`src/rtl/trs_pkg.sv`:
```
// shared types and constants of the target retarget selector
package trs_pkg;

  localparam int ANGLE_BITS = 16;
  localparam int THR_W      = 16;
  localparam int SLOT_W     = 3;
  localparam int ARMOR_W    = 4;
  localparam int PRIO_W     = 4;
  localparam int CONF_W     = 16;
  localparam int TIME_W     = 32;

  localparam int IN_DATA_W  = 104;
  localparam int OUT_DATA_W = 64;

  localparam logic [THR_W-1:0] THR_RESET = 16'd2731;

  // one candidate as ranked by the back end
  typedef struct packed {
    logic [SLOT_W-1:0]     slot;
    logic [ARMOR_W-1:0]    armor;
    logic [PRIO_W-1:0]     prio;
    logic [CONF_W-1:0]     conf;
    logic [TIME_W-1:0]     stamp;
    logic [ANGLE_BITS-1:0] yaw;
    logic [ANGLE_BITS-1:0] ang_dist;
    logic                  cont;
  } rank_t;

  // classified item travelling from front to back
  typedef struct packed {
    rank_t cand;
    logic  ref_valid;
    logic  cooldown;
    logic  last;
  } cls_item_t;

endpackage

```
`src/rtl/trs_front.sv`:
```
// front end: unpacks an input item, computes wrapped distance and continuation
module trs_front (
  input  logic [trs_pkg::IN_DATA_W-1:0] in_data,
  input  logic                          in_last,
  input  logic [trs_pkg::THR_W-1:0]     threshold,
  output trs_pkg::cls_item_t            item
);

  localparam logic [trs_pkg::ANGLE_BITS-1:0] HALF_TURN =
    {1'b1, {(trs_pkg::ANGLE_BITS-1){1'b0}}};

  logic [trs_pkg::SLOT_W-1:0]     cand_slot;
  logic [trs_pkg::ARMOR_W-1:0]    cand_armor;
  logic [trs_pkg::PRIO_W-1:0]     cand_priority;
  logic [trs_pkg::CONF_W-1:0]     cand_confidence;
  logic [trs_pkg::TIME_W-1:0]     cand_time;
  logic [trs_pkg::ANGLE_BITS-1:0] cand_yaw;
  logic                           ref_valid;
  logic [trs_pkg::SLOT_W-1:0]     ref_slot;
  logic [trs_pkg::ARMOR_W-1:0]    ref_armor;
  logic [trs_pkg::ANGLE_BITS-1:0] anchor_yaw;
  logic                           cd_running;
  logic [trs_pkg::ANGLE_BITS-1:0] diff;
  logic [trs_pkg::ANGLE_BITS-1:0] ang_dist;

  assign cand_slot       = in_data[2:0];
  assign cand_armor      = in_data[6:3];
  assign cand_priority   = in_data[10:7];
  assign cand_confidence = in_data[26:11];
  assign cand_time       = in_data[58:27];
  assign cand_yaw        = in_data[74:59];
  assign ref_valid       = in_data[75];
  assign ref_slot        = in_data[78:76];
  assign ref_armor       = in_data[82:79];
  assign anchor_yaw      = in_data[98:83];
  assign cd_running      = in_data[99];

  // difference mod full turn, folded onto the shorter way round
  assign diff     = cand_yaw - anchor_yaw;
  assign ang_dist = (diff > HALF_TURN) ? (~diff + 1'b1) : diff;

  always_comb begin
    item.cand.slot     = cand_slot;
    item.cand.armor    = cand_armor;
    item.cand.prio     = cand_priority;
    item.cand.conf     = cand_confidence;
    item.cand.stamp    = cand_time;
    item.cand.yaw      = cand_yaw;
    item.cand.ang_dist = ang_dist;
    item.cand.cont     = ref_valid && (cand_slot == ref_slot) && (cand_armor == ref_armor)
                         && (ang_dist < threshold);
    item.ref_valid     = ref_valid;
    item.cooldown      = cd_running;
    item.last          = in_last;
  end

endmodule

```
`src/rtl/trs_queue.sv`:
```
// small queue of classified items between front and back
module trs_queue #(
  parameter int QUEUE_DEPTH = 4
) (
  input  logic               clk,
  input  logic               rst_n,
  input  logic               push,
  input  trs_pkg::cls_item_t push_item,
  output logic               not_full,
  input  logic               pop,
  output logic               not_empty,
  output trs_pkg::cls_item_t head_item
);

  localparam int PTR_W = (QUEUE_DEPTH > 1) ? $clog2(QUEUE_DEPTH) : 1;
  localparam int CNT_W = $clog2(QUEUE_DEPTH + 1);
  localparam logic [PTR_W-1:0] PTR_LAST = PTR_W'(QUEUE_DEPTH - 1);
  localparam logic [CNT_W-1:0] CNT_FULL = CNT_W'(QUEUE_DEPTH);

  trs_pkg::cls_item_t slots_r [QUEUE_DEPTH];
  logic [PTR_W-1:0] wr_ptr_r, wr_ptr_nxt;
  logic [PTR_W-1:0] rd_ptr_r, rd_ptr_nxt;
  logic [CNT_W-1:0] count_r, count_nxt;

  assign not_full  = (count_r != CNT_FULL);
  assign not_empty = (count_r != '0);
  assign head_item = slots_r[rd_ptr_r];

  always_comb begin
    wr_ptr_nxt = wr_ptr_r;
    rd_ptr_nxt = rd_ptr_r;
    count_nxt  = count_r;
    if (push) begin
      wr_ptr_nxt = (wr_ptr_r == PTR_LAST) ? '0 : wr_ptr_r + 1'b1;
    end
    if (pop) begin
      rd_ptr_nxt = (rd_ptr_r == PTR_LAST) ? '0 : rd_ptr_r + 1'b1;
    end
    if (push && !pop) begin
      count_nxt = count_r + 1'b1;
    end else if (pop && !push) begin
      count_nxt = count_r - 1'b1;
    end
  end

  always_ff @(posedge clk) begin
    if (!rst_n) begin
      wr_ptr_r <= '0;
      rd_ptr_r <= '0;
      count_r  <= '0;
    end else begin
      wr_ptr_r <= wr_ptr_nxt;
      rd_ptr_r <= rd_ptr_nxt;
      count_r  <= count_nxt;
    end
  end

  always_ff @(posedge clk) begin
    if (push) begin
      slots_r[wr_ptr_r] <= push_item;
    end
  end

  a_count_bound: assert property (@(posedge clk) disable iff (!rst_n)
    count_r <= CNT_FULL)
    else $error("queue count beyond depth");

  a_no_underflow: assert property (@(posedge clk) disable iff (!rst_n)
    pop |-> not_empty)
    else $error("pop from empty queue");

endmodule

```
`src/rtl/trs_back.sv`:
```
// back end: running best per frame, retarget decision and result register
module trs_back (
  input  logic                           clk,
  input  logic                           rst_n,
  input  logic [trs_pkg::THR_W-1:0]      threshold,
  input  logic                           head_valid,
  input  trs_pkg::cls_item_t             head_item,
  output logic                           pop,
  output logic                           out_tvalid,
  input  logic                           out_tready,
  output logic [trs_pkg::OUT_DATA_W-1:0] out_tdata
);

  logic                           have_best_r, have_best_nxt;
  trs_pkg::rank_t                 best_r;
  trs_pkg::rank_t                 win;
  trs_pkg::rank_t                 cand;
  logic                           ahead;
  logic                           big_jump;
  logic                           blocked;
  logic                           accepted;
  logic                           out_valid_r, out_valid_nxt;
  logic [trs_pkg::OUT_DATA_W-1:0] out_data_r, out_data_nxt;

  assign cand = head_item.cand;

  // lexicographic rank: strictly ahead of the stored best
  always_comb begin
    if (cand.prio != best_r.prio) begin
      ahead = cand.prio < best_r.prio;
    end else if (head_item.ref_valid && (cand.cont != best_r.cont)) begin
      ahead = cand.cont;
    end else if (cand.ang_dist != best_r.ang_dist) begin
      ahead = cand.ang_dist < best_r.ang_dist;
    end else if (cand.conf != best_r.conf) begin
      ahead = cand.conf > best_r.conf;
    end else if (cand.stamp != best_r.stamp) begin
      ahead = cand.stamp > best_r.stamp;
    end else if (cand.slot != best_r.slot) begin
      ahead = cand.slot < best_r.slot;
    end else begin
      ahead = cand.armor < best_r.armor;
    end
  end

  assign win = (!have_best_r || ahead) ? cand : best_r;

  assign big_jump = !win.cont && (win.ang_dist >= threshold);
  assign blocked  = big_jump && head_item.cooldown && head_item.ref_valid;
  assign accepted = !blocked;

  // a non-last item never waits on the result register
  assign pop = head_valid && (!head_item.last || !out_valid_r || out_tready);

  always_comb begin
    have_best_nxt = have_best_r;
    out_valid_nxt = out_valid_r;
    out_data_nxt  = out_data_r;
    if (out_tready) begin
      out_valid_nxt = 1'b0;
    end
    if (pop) begin
      have_best_nxt = !head_item.last;
      if (head_item.last) begin
        out_valid_nxt = 1'b1;
        out_data_nxt  = {1'b0, accepted && big_jump, blocked, accepted, win.cont,
                         win.ang_dist, win.yaw, win.conf, win.prio, win.armor, win.slot};
      end
    end
  end

  always_ff @(posedge clk) begin
    if (!rst_n) begin
      have_best_r <= 1'b0;
      out_valid_r <= 1'b0;
    end else begin
      have_best_r <= have_best_nxt;
      out_valid_r <= out_valid_nxt;
    end
  end

  always_ff @(posedge clk) begin
    out_data_r <= out_data_nxt;
    if (pop) begin
      best_r <= win;
    end
  end

  assign out_tvalid = out_valid_r;
  assign out_tdata  = out_data_r;

  a_frame_closes: assert property (@(posedge clk) disable iff (!rst_n)
    (pop && head_item.last) |=> !have_best_r && out_valid_r)
    else $error("last item did not close the frame");

  a_result_from_last: assert property (@(posedge clk) disable iff (!rst_n)
    (out_valid_r && !$past(out_valid_r)) |-> $past(pop && head_item.last))
    else $error("result without a last item");

endmodule

```
`src/rtl/target_retarget_selector_core.sv`:
```
// top level of the target retarget selector
// Picks one target per frame of candidates and decides whether the retarget
// is allowed. Candidates stream in one item per cycle; the item with tlast
// set closes the frame and produces exactly one result holding the winner
// and the decision flags. Sustained rate is one item per clock: the front
// end classifies each item in its accept cycle (wrapped yaw subtract plus
// continuation compare) and writes it to a QUEUE_DEPTH-entry queue, and the
// back end folds one queued item per clock into the running best with one
// lexicographic compare. A last item reaches out_tvalid through the queue
// and then the result register. Only a last item waits on a full result
// register; when the queue fills, in_tready drops. The user must write the
// retarget threshold through cfg_wr_en/cfg_wr_data while idle; not enforced.
module target_retarget_selector_core #(
  parameter int QUEUE_DEPTH = 4
) (
  input  logic                           clk,
  input  logic                           rst_n,
  // cfg port: retarget threshold
  input  logic                           cfg_wr_en,
  input  logic [trs_pkg::THR_W-1:0]      cfg_wr_data,
  // candidate stream
  input  logic                           in_tvalid,
  output logic                           in_tready,
  // from bit 0: cand_slot, cand_armor, cand_priority, cand_confidence,
  // cand_time, cand_yaw, ref_valid, ref_slot, ref_armor, anchor_yaw,
  // cooldown flag, zero pad
  input  logic [trs_pkg::IN_DATA_W-1:0]  in_tdata,
  input  logic                           in_tlast,   // last_in_frame
  // result stream
  output logic                           out_tvalid,
  input  logic                           out_tready,
  // from bit 0: win_slot, win_armor, win_priority, win_confidence, win_yaw,
  // win_distance, is_continuation, accepted, blocked_by_cooldown,
  // start_cooldown, zero pad
  output logic [trs_pkg::OUT_DATA_W-1:0] out_tdata
);

  logic [trs_pkg::THR_W-1:0] threshold_r;
  trs_pkg::cls_item_t        front_item;
  trs_pkg::cls_item_t        head_item;
  logic                      q_not_full;
  logic                      q_not_empty;
  logic                      push;
  logic                      pop;

  // threshold register
  always_ff @(posedge clk) begin
    if (!rst_n) begin
      threshold_r <= trs_pkg::THR_RESET;
    end else if (cfg_wr_en) begin
      threshold_r <= cfg_wr_data;
    end
  end

  assign in_tready = q_not_full;
  assign push      = in_tvalid && q_not_full;

  // classify on the way in
  trs_front u_front (
    .in_data   (in_tdata),
    .in_last   (in_tlast),
    .threshold (threshold_r),
    .item      (front_item)
  );

  // decouples intake from the ranking loop
  trs_queue #(
    .QUEUE_DEPTH (QUEUE_DEPTH)
  ) u_queue (
    .clk       (clk),
    .rst_n     (rst_n),
    .push      (push),
    .push_item (front_item),
    .not_full  (q_not_full),
    .pop       (pop),
    .not_empty (q_not_empty),
    .head_item (head_item)
  );

  // running best and result register
  trs_back u_back (
    .clk        (clk),
    .rst_n      (rst_n),
    .threshold  (threshold_r),
    .head_valid (q_not_empty),
    .head_item  (head_item),
    .pop        (pop),
    .out_tvalid (out_tvalid),
    .out_tready (out_tready),
    .out_tdata  (out_tdata)
  );

endmodule
```
`config.mk`:
```
export PLATFORM = sky130hd
export DESIGN_NAME = target_retarget_selector_core
export DESIGN_NICKNAME = d
export VERILOG_FILES = /design/src/rtl/trs_pkg.sv /design/src/rtl/trs_front.sv /design/src/rtl/trs_queue.sv /design/src/rtl/trs_back.sv /design/src/rtl/target_retarget_selector_core.sv
export SDC_FILE = /design/constraint.sdc
export NUM_CORES = 1
export LEC_CHECK = 0
export ABC_AREA = 0
export BUFFER_PORTS_ARGS = -buffer_cell sky130_fd_sc_hd__buf_2
export CAP_MARGIN = 25
export CELL_PAD_IN_SITES_DETAIL_PLACEMENT = 0
export CELL_PAD_IN_SITES_GLOBAL_PLACEMENT = 1
export CORE_ASPECT_RATIO = 0.6
export CORE_MARGIN = 4
export CORE_UTILIZATION = 54
export CTS_CLUSTER_DIAMETER = 50
export DETAILED_ROUTE_END_ITERATION = 12
export PLACE_DENSITY_LB_ADDON = 0.1
export SLEW_MARGIN = 25
export SYNTH_ARGS = -nofsm -noshare
export SYNTH_HDL_FRONTEND = slang
export SYNTH_HIERARCHICAL = 1
export SYNTH_SLANG_ARGS = --single-unit
```
`constraint.sdc`:
```
create_clock -name clk -period 10.7 [get_ports clk]
set_input_delay 0.535 -clock clk [delete_from_list [all_inputs] [get_ports clk]]
set_output_delay 0.535 -clock clk [all_outputs]
set_load 0.1 [all_outputs]
```
==> impl_metrics.prom, run 1 <==
# TYPE chip_impl_metric gauge
chip_impl_info{name="outcome",value="finished clean"} 1
chip_impl_metric{name="number_of_flops_mapped_to_enable_cells_by_yosys",unit=""} 535
chip_impl_info{name="cp-end-kind",value="register"} 1
chip_impl_metric{name="r2r_cells",unit=""} 16
chip_impl_metric{name="clock_tree.htree_level_count",unit=""} 2
chip_impl_metric{name="power_per_cell_area",unit="nW/um2"} 327
chip_impl_info{name="rsz0062_at_grt",value="no"} 1
chip_impl_metric{name="crit_required",unit="ns"} 11.04
chip_impl_info{name="hold_path.startpoint",value="in_tdata[24]"} 1
chip_impl_metric{name="drt-vias-per-instance",unit=""} 6.12
chip_impl_metric{name="maxClockFrequency",unit="MHz"} 139
chip_impl_metric{name="totalWireLength",unit="mm"} 62.7
chip_impl_metric{name="cts-root-to-sink-buffers",unit=""} 3
chip_impl_metric{name="clock_pin_slew_of_the_registers_on_the_worst_case_setup_and_hold_paths",unit="ns"} 0.07
chip_impl_metric{name="die_x",unit="um"} 295
chip_impl_metric{name="met2RoutedLength",unit="mm"} 28.9
chip_impl_metric{name="die_area",unit="um2"} 53100
chip_impl_metric{name="cts_resized",unit=""} 0
chip_impl_metric{name="synth.yosys.seq_area_share",unit="%"} 62.2
chip_impl_metric{name="die_h",unit="um"} 180
chip_impl_metric{name="final-max-slew-violation-count",unit=""} 0
chip_impl_metric{name="drc",unit=""} 0
chip_impl_info{name="timing.setup.critical_path_class",value="register to register"} 1
chip_impl_metric{name="syn_avg_cell_area",unit="um2"} 15.0
chip_impl_metric{name="post-dp-hpwl",unit="mm"} 39.8
chip_impl_metric{name="period_share",unit="%"} 67.2
chip_impl_metric{name="ys_async_sr_fraction",unit="%"} 0
chip_impl_metric{name="final.hold.worst_slack",unit="ns"} 0.165
chip_impl_metric{name="critPathMaxFanout",unit=""} 56
chip_impl_metric{name="area.growth.synth_to_final",unit="%"} 9.54
chip_impl_metric{name="grt_pass1_vias",unit=""} 15700
chip_impl_metric{name="timing_hold_violations_final",unit=""} 0
chip_impl_metric{name="route.met3.wl",unit="mm"} 3.77
chip_impl_metric{name="number_of_antenna_violations_at_the_first_check_in_global_routing",unit=""} 5
chip_impl_metric{name="worstSkewPairLatency",unit="ns"} 0.59
chip_impl_metric{name="floorplan.core_area",unit="um2"} 48300
chip_impl_metric{name="min_path_cells",unit=""} 1
chip_impl_metric{name="portBuffers",unit=""} 186
chip_impl_metric{name="finish.instance_area",unit="um2"} 29200
chip_impl_metric{name="cts_num_sinks",unit=""} 562
chip_impl_metric{name="wl_met1",unit="mm"} 29.2
chip_impl_metric{name="globalRoute.totalOverflow",unit=""} 0
chip_impl_metric{name="regToRegSetupSlack",unit="ns"} 3.51
chip_impl_metric{name="clock_skew",unit="ns"} 0.0295
chip_impl_info{name="synth.largest_area_cell",value="sky130_fd_sc_hd__edfxtp_1"} 1
chip_impl_metric{name="wl_per_cell",unit="um"} 24.4
chip_impl_metric{name="cts_bufs_inserted",unit=""} 53
chip_impl_metric{name="mappedNetlistNets",unit=""} 2040
chip_impl_metric{name="gpl.final_weighted_congestion",unit=""} 0.791
chip_impl_metric{name="syn_inst",unit=""} 1784
chip_impl_metric{name="fp-row-count",unit=""} 62
chip_impl_metric{name="globalRouteTotalUtil",unit="%"} 23.4
chip_impl_metric{name="layout.nets",unit=""} 2136
chip_impl_info{name="clock_tree.root_cell",value="sky130_fd_sc_hd__clkbuf_16"} 1
chip_impl_metric{name="irDropWorstVdd",unit="mV"} 0.209
chip_impl_metric{name="leakage",unit="nW"} 10.6
chip_impl_info{name="routed.top_layer",value="met4"} 1
chip_impl_metric{name="post-cts-setup-buffers",unit=""} 0
chip_impl_metric{name="io_pins",unit=""} 192
chip_impl_metric{name="ys_ff_latch",unit=""} 562
chip_impl_metric{name="max-slew-margin-rel",unit="%"} 29.9
chip_impl_metric{name="final_antenna_net_count",unit=""} 0
chip_impl_metric{name="grt_max_degree",unit=""} 75
chip_impl_metric{name="finalSetupViolCount",unit=""} 0
chip_impl_metric{name="grt_first_pass_wirelength",unit="mm"} 95.5
chip_impl_metric{name="cts.hold.buffers_added",unit=""} 0
chip_impl_metric{name="routed-via-count",unit=""} 15700
chip_impl_info{name="start_kind",value="register"} 1
chip_impl_metric{name="setup_tns",unit="ns"} 0
chip_impl_metric{name="floorplan.initialDensity",unit="%"} 55.2
chip_impl_info{name="clock_tree_from_tritoncts",value="done"} 1
chip_impl_metric{name="post-synth-top-area-fraction",unit="%"} 60.2
chip_impl_metric{name="max_slew.worst_pin.slew",unit="ns"} 1.05
chip_impl_info{name="rr_endpoint",value="u_back/out_tdata[61]"} 1
chip_impl_metric{name="count_of_routing_violations_after_the_opening_detailed_route_iteration",unit=""} 1320
chip_impl_metric{name="final_core_util",unit="%"} 60.5
chip_impl_info{name="postSynth.topFlopCell",value="sky130_fd_sc_hd__edfxtp_1"} 1
chip_impl_metric{name="drt_pre_antenna_iters",unit=""} 5
chip_impl_metric{name="layout-drive-gt1-share",unit="%"} 21.8
chip_impl_info{name="sink_of_the_worst_hold_path",value="u_queue/slots_r[2][81]"} 1
chip_impl_metric{name="syn_area",unit="um2"} 26700
chip_impl_info{name="min-delay-path-class",value="input pin to register"} 1
chip_impl_metric{name="post_synth_num_cell_types",unit=""} 78
chip_impl_metric{name="finalWorstPathRequiredPeriod",unit="ns"} 7.19
chip_impl_metric{name="total_power",unit="mW"} 9.57
chip_impl_metric{name="placed_area",unit="um2"} 27600
chip_impl_metric{name="synth_warnings",unit=""} 6
chip_impl_metric{name="critPathArrivalTime",unit="ns"} 7.53
chip_impl_metric{name="maxCapViolCount",unit=""} 0
chip_impl_info{name="cells_taking_the_most_area_after_synthesis",value="sky130_fd_sc_hd__edfxtp_1 60%, sky130_fd_sc_hd__mux4_2 8.0%, sky130_fd_sc_hd__ha_1 6.0%"} 1
## critical path, cell delays in order (launching register included)
cell	delay, ns
sky130_fd_sc_hd__dfxtp_4	0.53
sky130_fd_sc_hd__buf_12	0.45
sky130_fd_sc_hd__mux4_2	0.59
sky130_fd_sc_hd__ha_1	0.35
sky130_fd_sc_hd__nand4_2	0.19
sky130_fd_sc_hd__or4_4	0.62
sky130_fd_sc_hd__nor4b_2	0.46
sky130_fd_sc_hd__a31oi_1	0.23
sky130_fd_sc_hd__a221oi_4	0.63
sky130_fd_sc_hd__buf_4	0.71
sky130_fd_sc_hd__nand4_1	0.18
sky130_fd_sc_hd__nand3_1	0.24
sky130_fd_sc_hd__ha_1	0.27
sky130_fd_sc_hd__a21o_1	0.17
sky130_fd_sc_hd__a2111oi_0	0.57
sky130_fd_sc_hd__o221ai_1	0.41
sky130_fd_sc_hd__o2111a_1	0.28
## final cells by class
class	instances	area [um2]
diodes	4	10.0
clock buffers	61	1380
clock inverters	35	259
fillers	3722	19100
inverters	134	503
multi-input cells	919	8530
flip-flops and latches	562	16600
well taps	640	801
repair buffers	210	1130
## layout by cell type, fill, tap and decap left out, types with 10 or more instances in the layout
master | Yosys | final
sky130_fd_sc_hd__clkbuf_16 | 0 | 54
sky130_fd_sc_hd__buf_4 | 81 | 21
sky130_fd_sc_hd__dfxtp_1 | 27 | 25
sky130_fd_sc_hd__o31a_1 | 39 | 39
sky130_fd_sc_hd__edfxtp_1 | 535 | 535
sky130_fd_sc_hd__xnor2_1 | 13 | 13
sky130_fd_sc_hd__clkinv_1 | 0 | 16
sky130_fd_sc_hd__o211ai_1 | 65 | 65
sky130_fd_sc_hd__nand3_1 | 69 | 69
sky130_fd_sc_hd__mux4_2 | 95 | 95
sky130_fd_sc_hd__a21oi_1 | 33 | 32
sky130_fd_sc_hd__inv_1 | 134 | 133
sky130_fd_sc_hd__clkinv_2 | 0 | 10
sky130_fd_sc_hd__nand2_1 | 44 | 44
sky130_fd_sc_hd__o21ai_0 | 64 | 64
sky130_fd_sc_hd__a21o_1 | 22 | 22
sky130_fd_sc_hd__nor2_1 | 33 | 30
sky130_fd_sc_hd__ha_1 | 128 | 128
sky130_fd_sc_hd__and2_1 | 26 | 22
sky130_fd_sc_hd__nand4_1 | 77 | 77
sky130_fd_sc_hd__buf_2 | 21 | 186
sky130_fd_sc_hd__nor2b_1 | 19 | 19
sky130_fd_sc_hd__mux2i_1 | 39 | 39
sky130_fd_sc_hd__xor2_1 | 18 | 18
## routing by layer
metal,vias to the layer above,track usage (%)
met5,-,0
met4,0,4.36
met3,72,3.49
met2,515,36.5
met1,8025,35.6
li1,7098,-
## worst max-delay path by stage
stage	startpoint	end	slack, ns	cells after the start
after floorplan	register	u_back/best_r[33]	5.27	14
after global placement	register	u_back/out_tdata[61]	3.63	19
after detailed placement	register	u_back/out_tdata[61]	3.54	16
after CTS	register	u_back/out_tdata[61]	3.51	16
after global routing	register	u_back/out_tdata[61]	3.10	16
final	register	u_back/out_tdata[61]	3.51	16
## Yosys cell counts (21+ instances only)
library cell	number
sky130_fd_sc_hd__edfxtp_1	535
sky130_fd_sc_hd__ha_1	128
sky130_fd_sc_hd__and2_1	26
sky130_fd_sc_hd__clkbuf_1	52
sky130_fd_sc_hd__dfxtp_1	27
sky130_fd_sc_hd__o211ai_1	65
sky130_fd_sc_hd__o31a_1	39
sky130_fd_sc_hd__nor2_1	33
sky130_fd_sc_hd__nand3_1	69
sky130_fd_sc_hd__a21oi_1	33
sky130_fd_sc_hd__nand2_1	44
sky130_fd_sc_hd__nand4_1	77
sky130_fd_sc_hd__buf_4	81
sky130_fd_sc_hd__buf_2	21
sky130_fd_sc_hd__mux4_2	95
sky130_fd_sc_hd__a21o_1	22
sky130_fd_sc_hd__mux2i_1	39
sky130_fd_sc_hd__o21ai_0	64
sky130_fd_sc_hd__inv_1	134
## cells by family (layout without fill, tap and decap cells)
group / Yosys count / after routing / share of synthesized area, %
AND/OR/NAND/NOR: 319 / 319 / 6.64
multiplexers: 140 / 140 / 9.74
XOR/XNOR: 33 / 33 / 1.18
AO/OA/AOI/OAI: 296 / 296 / 7.98
flip-flops: 562 / 562 / 62.2
buffers and inverters: 303 / 440 / 6.04
other: 1 / 5 / 0.0141
adder cells (fa/ha/maj): 130 / 130 / 6.15
## metrics by stage
stage | std cells | setup WS [ns]
6_report | 2565 | 3.51
3_5_place_dp | 2465 | 3.54
5_1_grt | 2565 | 3.10
4_1_cts | 2561 | 3.51
2_1_floorplan | 1784 | 5.27
3_3_place_gp | 2465 | 3.63
## where the power goes
group	switching, mW	total, mW	leakage [nW]	internal (mW)
logic	3.04	4.35	4.61	1.31
registers	0.212	3.41	5.19	3.20
clock network	0.802	1.80	0.805	0.994
total	4.05	9.57	10.6	5.51
## registers in the layout, indices dropped and copies added, names as in the netlist, named ones only
name,count
u_queue/count_r,3
u_queue/rd_ptr_r,2
u_queue/slots_r,380
u_back/out_tvalid,1
u_back/have_best_r,1
threshold_r,16
u_back/best_r,92
u_back/out_tdata,63
u_queue/wr_ptr_r,2
(Power assumes the default switching activity.)
==> run 2, diff against run 1 <==
- CORE_UTILIZATION: 54 -> 46
- clock period: 10.7 -> 6.6 ns (I/O delays scaled with it)
==> impl_metrics.prom, run 2 (same netlist as run 1, synthesis figures left out) <==
# TYPE chip_impl_metric gauge
chip_impl_metric{name="die_x",unit="um"} 319
chip_impl_metric{name="leakage",unit="nW"} 11.1
chip_impl_metric{name="largest_register_ff_count",unit=""} 380
chip_impl_metric{name="final_antenna_net_count",unit=""} 0
chip_impl_metric{name="wl_per_cell",unit="um"} 23.2
chip_impl_metric{name="drt-vias-per-instance",unit=""} 5.68
chip_impl_metric{name="timing_hold_violations_final",unit=""} 0
chip_impl_metric{name="floorplan.initialDensity",unit="%"} 46.5
chip_impl_metric{name="grt_pass1_vias",unit=""} 16000
chip_impl_info{name="most_frequent_cells_in_the_layout",value="535 x sky130_fd_sc_hd__edfxtp_1, 186 x sky130_fd_sc_hd__buf_2, 133 x sky130_fd_sc_hd__inv_1"} 1
chip_impl_metric{name="portBuffers",unit=""} 186
chip_impl_info{name="crit_slowest_cell",value="sky130_fd_sc_hd__mux4_2"} 1
chip_impl_metric{name="layout-drive-gt1-share",unit="%"} 22.0
chip_impl_metric{name="maxClockFrequency",unit="MHz"} 162
chip_impl_metric{name="count_of_routing_violations_after_the_opening_detailed_route_iteration",unit=""} 1354
chip_impl_metric{name="floorplan.core_area",unit="um2"} 57400
chip_impl_info{name="timing.setup.critical_path_class",value="register to register"} 1
chip_impl_info{name="path_common_cell",value="sky130_fd_sc_hd__buf_4"} 1
chip_impl_metric{name="cts_num_sinks",unit=""} 562
chip_impl_metric{name="area.growth.synth_to_final",unit="%"} 14.4
chip_impl_metric{name="post-dp-hpwl",unit="mm"} 41.5
chip_impl_info{name="clock_tree_from_tritoncts",value="done"} 1
chip_impl_info{name="min-delay-path-class",value="input pin to register"} 1
chip_impl_metric{name="die_h",unit="um"} 195
chip_impl_metric{name="critPathMaxFanout",unit=""} 46
chip_impl_metric{name="final_core_util",unit="%"} 53.1
chip_impl_info{name="final_common_cell",value="sky130_fd_sc_hd__edfxtp_1"} 1
chip_impl_metric{name="grt_first_pass_wirelength",unit="mm"} 98.3
chip_impl_metric{name="die_area",unit="um2"} 62000
chip_impl_metric{name="irDropWorstVdd",unit="mV"} 0.304
chip_impl_info{name="cp-end-kind",value="register"} 1
chip_impl_metric{name="io_pins",unit=""} 192
chip_impl_metric{name="worstSkewPairLatency",unit="ns"} 0.60
chip_impl_info{name="outcome",value="finished clean"} 1
chip_impl_metric{name="cts_bufs_inserted",unit=""} 54
chip_impl_metric{name="crit_required",unit="ns"} 6.96
chip_impl_metric{name="clock_tree.htree_level_count",unit=""} 2
chip_impl_info{name="ordered_cell_list_for_the_critical_path",value="buf_16 -> mux4_2 -> ha_1 -> nand4_1 -> nor4_2 -> buf_4 -> nand4_1 -> a311oi_1 -> a221o_2 -> buf_4 -> o211ai_1 -> nand3_1 -> ha_1 -> a21o_1 -> a21o_1 -> a2111oi_0 -> o221ai_1 -> buf_4 -> o2111a_1"} 1
chip_impl_metric{name="number_of_antenna_violations_at_the_first_check_in_global_routing",unit=""} 0
chip_impl_metric{name="period_share",unit="%"} 93.6
chip_impl_metric{name="routed-via-count",unit=""} 15900
chip_impl_metric{name="clock_pin_slew_of_the_registers_on_the_worst_case_setup_and_hold_paths",unit="ns"} 0.06
chip_impl_metric{name="finalSetupViolCount",unit=""} 0
chip_impl_metric{name="drt_pre_antenna_iters",unit=""} 5
chip_impl_info{name="top_register",value="u_queue/slots_r"} 1
chip_impl_metric{name="globalRouteTotalUtil",unit="%"} 20.6
chip_impl_metric{name="max-slew-margin-rel",unit="%"} 32.6
chip_impl_metric{name="final.hold.worst_slack",unit="ns"} 0.0381
chip_impl_metric{name="clock_skew",unit="ns"} 0.0288
chip_impl_metric{name="grt_max_degree",unit=""} 62
chip_impl_metric{name="critical-path-max-stage-delay",unit="ns"} 0.61
chip_impl_metric{name="maxCapViolCount",unit=""} 0
chip_impl_metric{name="critPathArrivalTime",unit="ns"} 6.54
chip_impl_info{name="start_kind",value="register"} 1
chip_impl_info{name="clock_tree.root_cell",value="sky130_fd_sc_hd__clkbuf_16"} 1
chip_impl_metric{name="finalWorstPathRequiredPeriod",unit="ns"} 6.18
chip_impl_metric{name="layout.nets",unit=""} 2239
chip_impl_metric{name="globalRoute.totalOverflow",unit=""} 0
chip_impl_metric{name="max_slew.worst_pin.slew",unit="ns"} 1.01
chip_impl_info{name="rsz0062_at_grt",value="no"} 1
chip_impl_metric{name="final-max-slew-violation-count",unit=""} 0
chip_impl_metric{name="fp-row-count",unit=""} 68
chip_impl_metric{name="totalWireLength",unit="mm"} 64.8
chip_impl_metric{name="placement.setup.worst_slack",unit="ns"} -0.0129
chip_impl_metric{name="cts-root-to-sink-buffers",unit=""} 3
chip_impl_metric{name="power_per_cell_area",unit="nW/um2"} 521
chip_impl_metric{name="setup_ws",unit="ns"} 0.420
chip_impl_metric{name="gpl.final_weighted_congestion",unit=""} 0.807
chip_impl_metric{name="drc",unit=""} 0
[run 2: critical path: cells and delay by family (launching register included)]
| family | cells | cell delay [ns] |
|---|---|---|
| adder cells (fa/ha/maj) | 2 | 0.58 |
| AND/OR/NAND/NOR | 4 | 1.00 |
| multiplexers | 1 | 0.61 |
| buffers and inverters | 4 | 1.13 |
| AO/OA/AOI/OAI | 8 | 2.11 |
| flip-flops | 1 | 0.43 |
[run 2: where the power goes]
part / leakage, nW / internal (mW) / switching (mW)
logic: 5.06 / 2.26 / 5.05
clock network: 0.853 / 1.74 / 1.34
registers: 5.19 / 5.19 / 0.309
total: 11.1 / 9.18 / 6.70
[run 2: path summary, 6_finish.rpt]
| kind | slack [ns] | to | startpoint | cells past startpoint |
|---|---|---|---|---|
| max | 0.42 | u_back/out_tdata[61] | register | 19 |
| min | 0.04 | u_queue/slots_r[0][29] | in_tdata[68] | 1 |
| max reg2reg | 0.42 | u_back/out_tdata[61] | register | 19 |
| min reg2reg | 0.51 | u_queue/count_r[2] | u_queue/count_r[2] | 2 |
[run 2: timing repair]
item,in CTS,in global routing
buffers inserted,0,8
hold buffers,84,0
gates resized for setup,1,1
hold endpoints to repair,288,0
pin swaps,0,1
endpoints found under the setup margin,2,3
[run 2: per-layer routing]
metal	global-route usage (%)	part of all wire, %	vias up
met5	0	0	-
met4	3.39	0.98	0
met3	4.09	6.9	38
met2	30.5	44	493
met1	32.1	48	8050
li1	-	-	7297
[run 2: area by class of cell]
type | count | area (um2)
Tap cell | 770 | 963
Sequential cell | 562 | 16600
Clock inverter | 33 | 292
Timing Repair Buffer | 312 | 2140
Fill cell | 4750 | 26900
Clock buffer | 66 | 1460
Multi-Input combinational cell | 919 | 8530
Inverter | 134 | 503
Antenna cell | 1 | 2.50
[run 2: per-stage QoR]
| step | cell area [um2] | setup TNS (ns) | power [mW] | cells |
|---|---|---|---|---|
| final | 30500 | 0 | 15.9 | 2797 |
| after global routing | 30500 | 0 | 16.8 | 2796 |
| after CTS | 30400 | 0 | 16.0 | 2788 |
| after detailed placement | 27800 | -0.0250 | 12.8 | 2605 |
| after global placement | 27800 | 0 | 12.7 | 2605 |
| after floorplan | 26700 | 0 | 10.9 | 1784 |
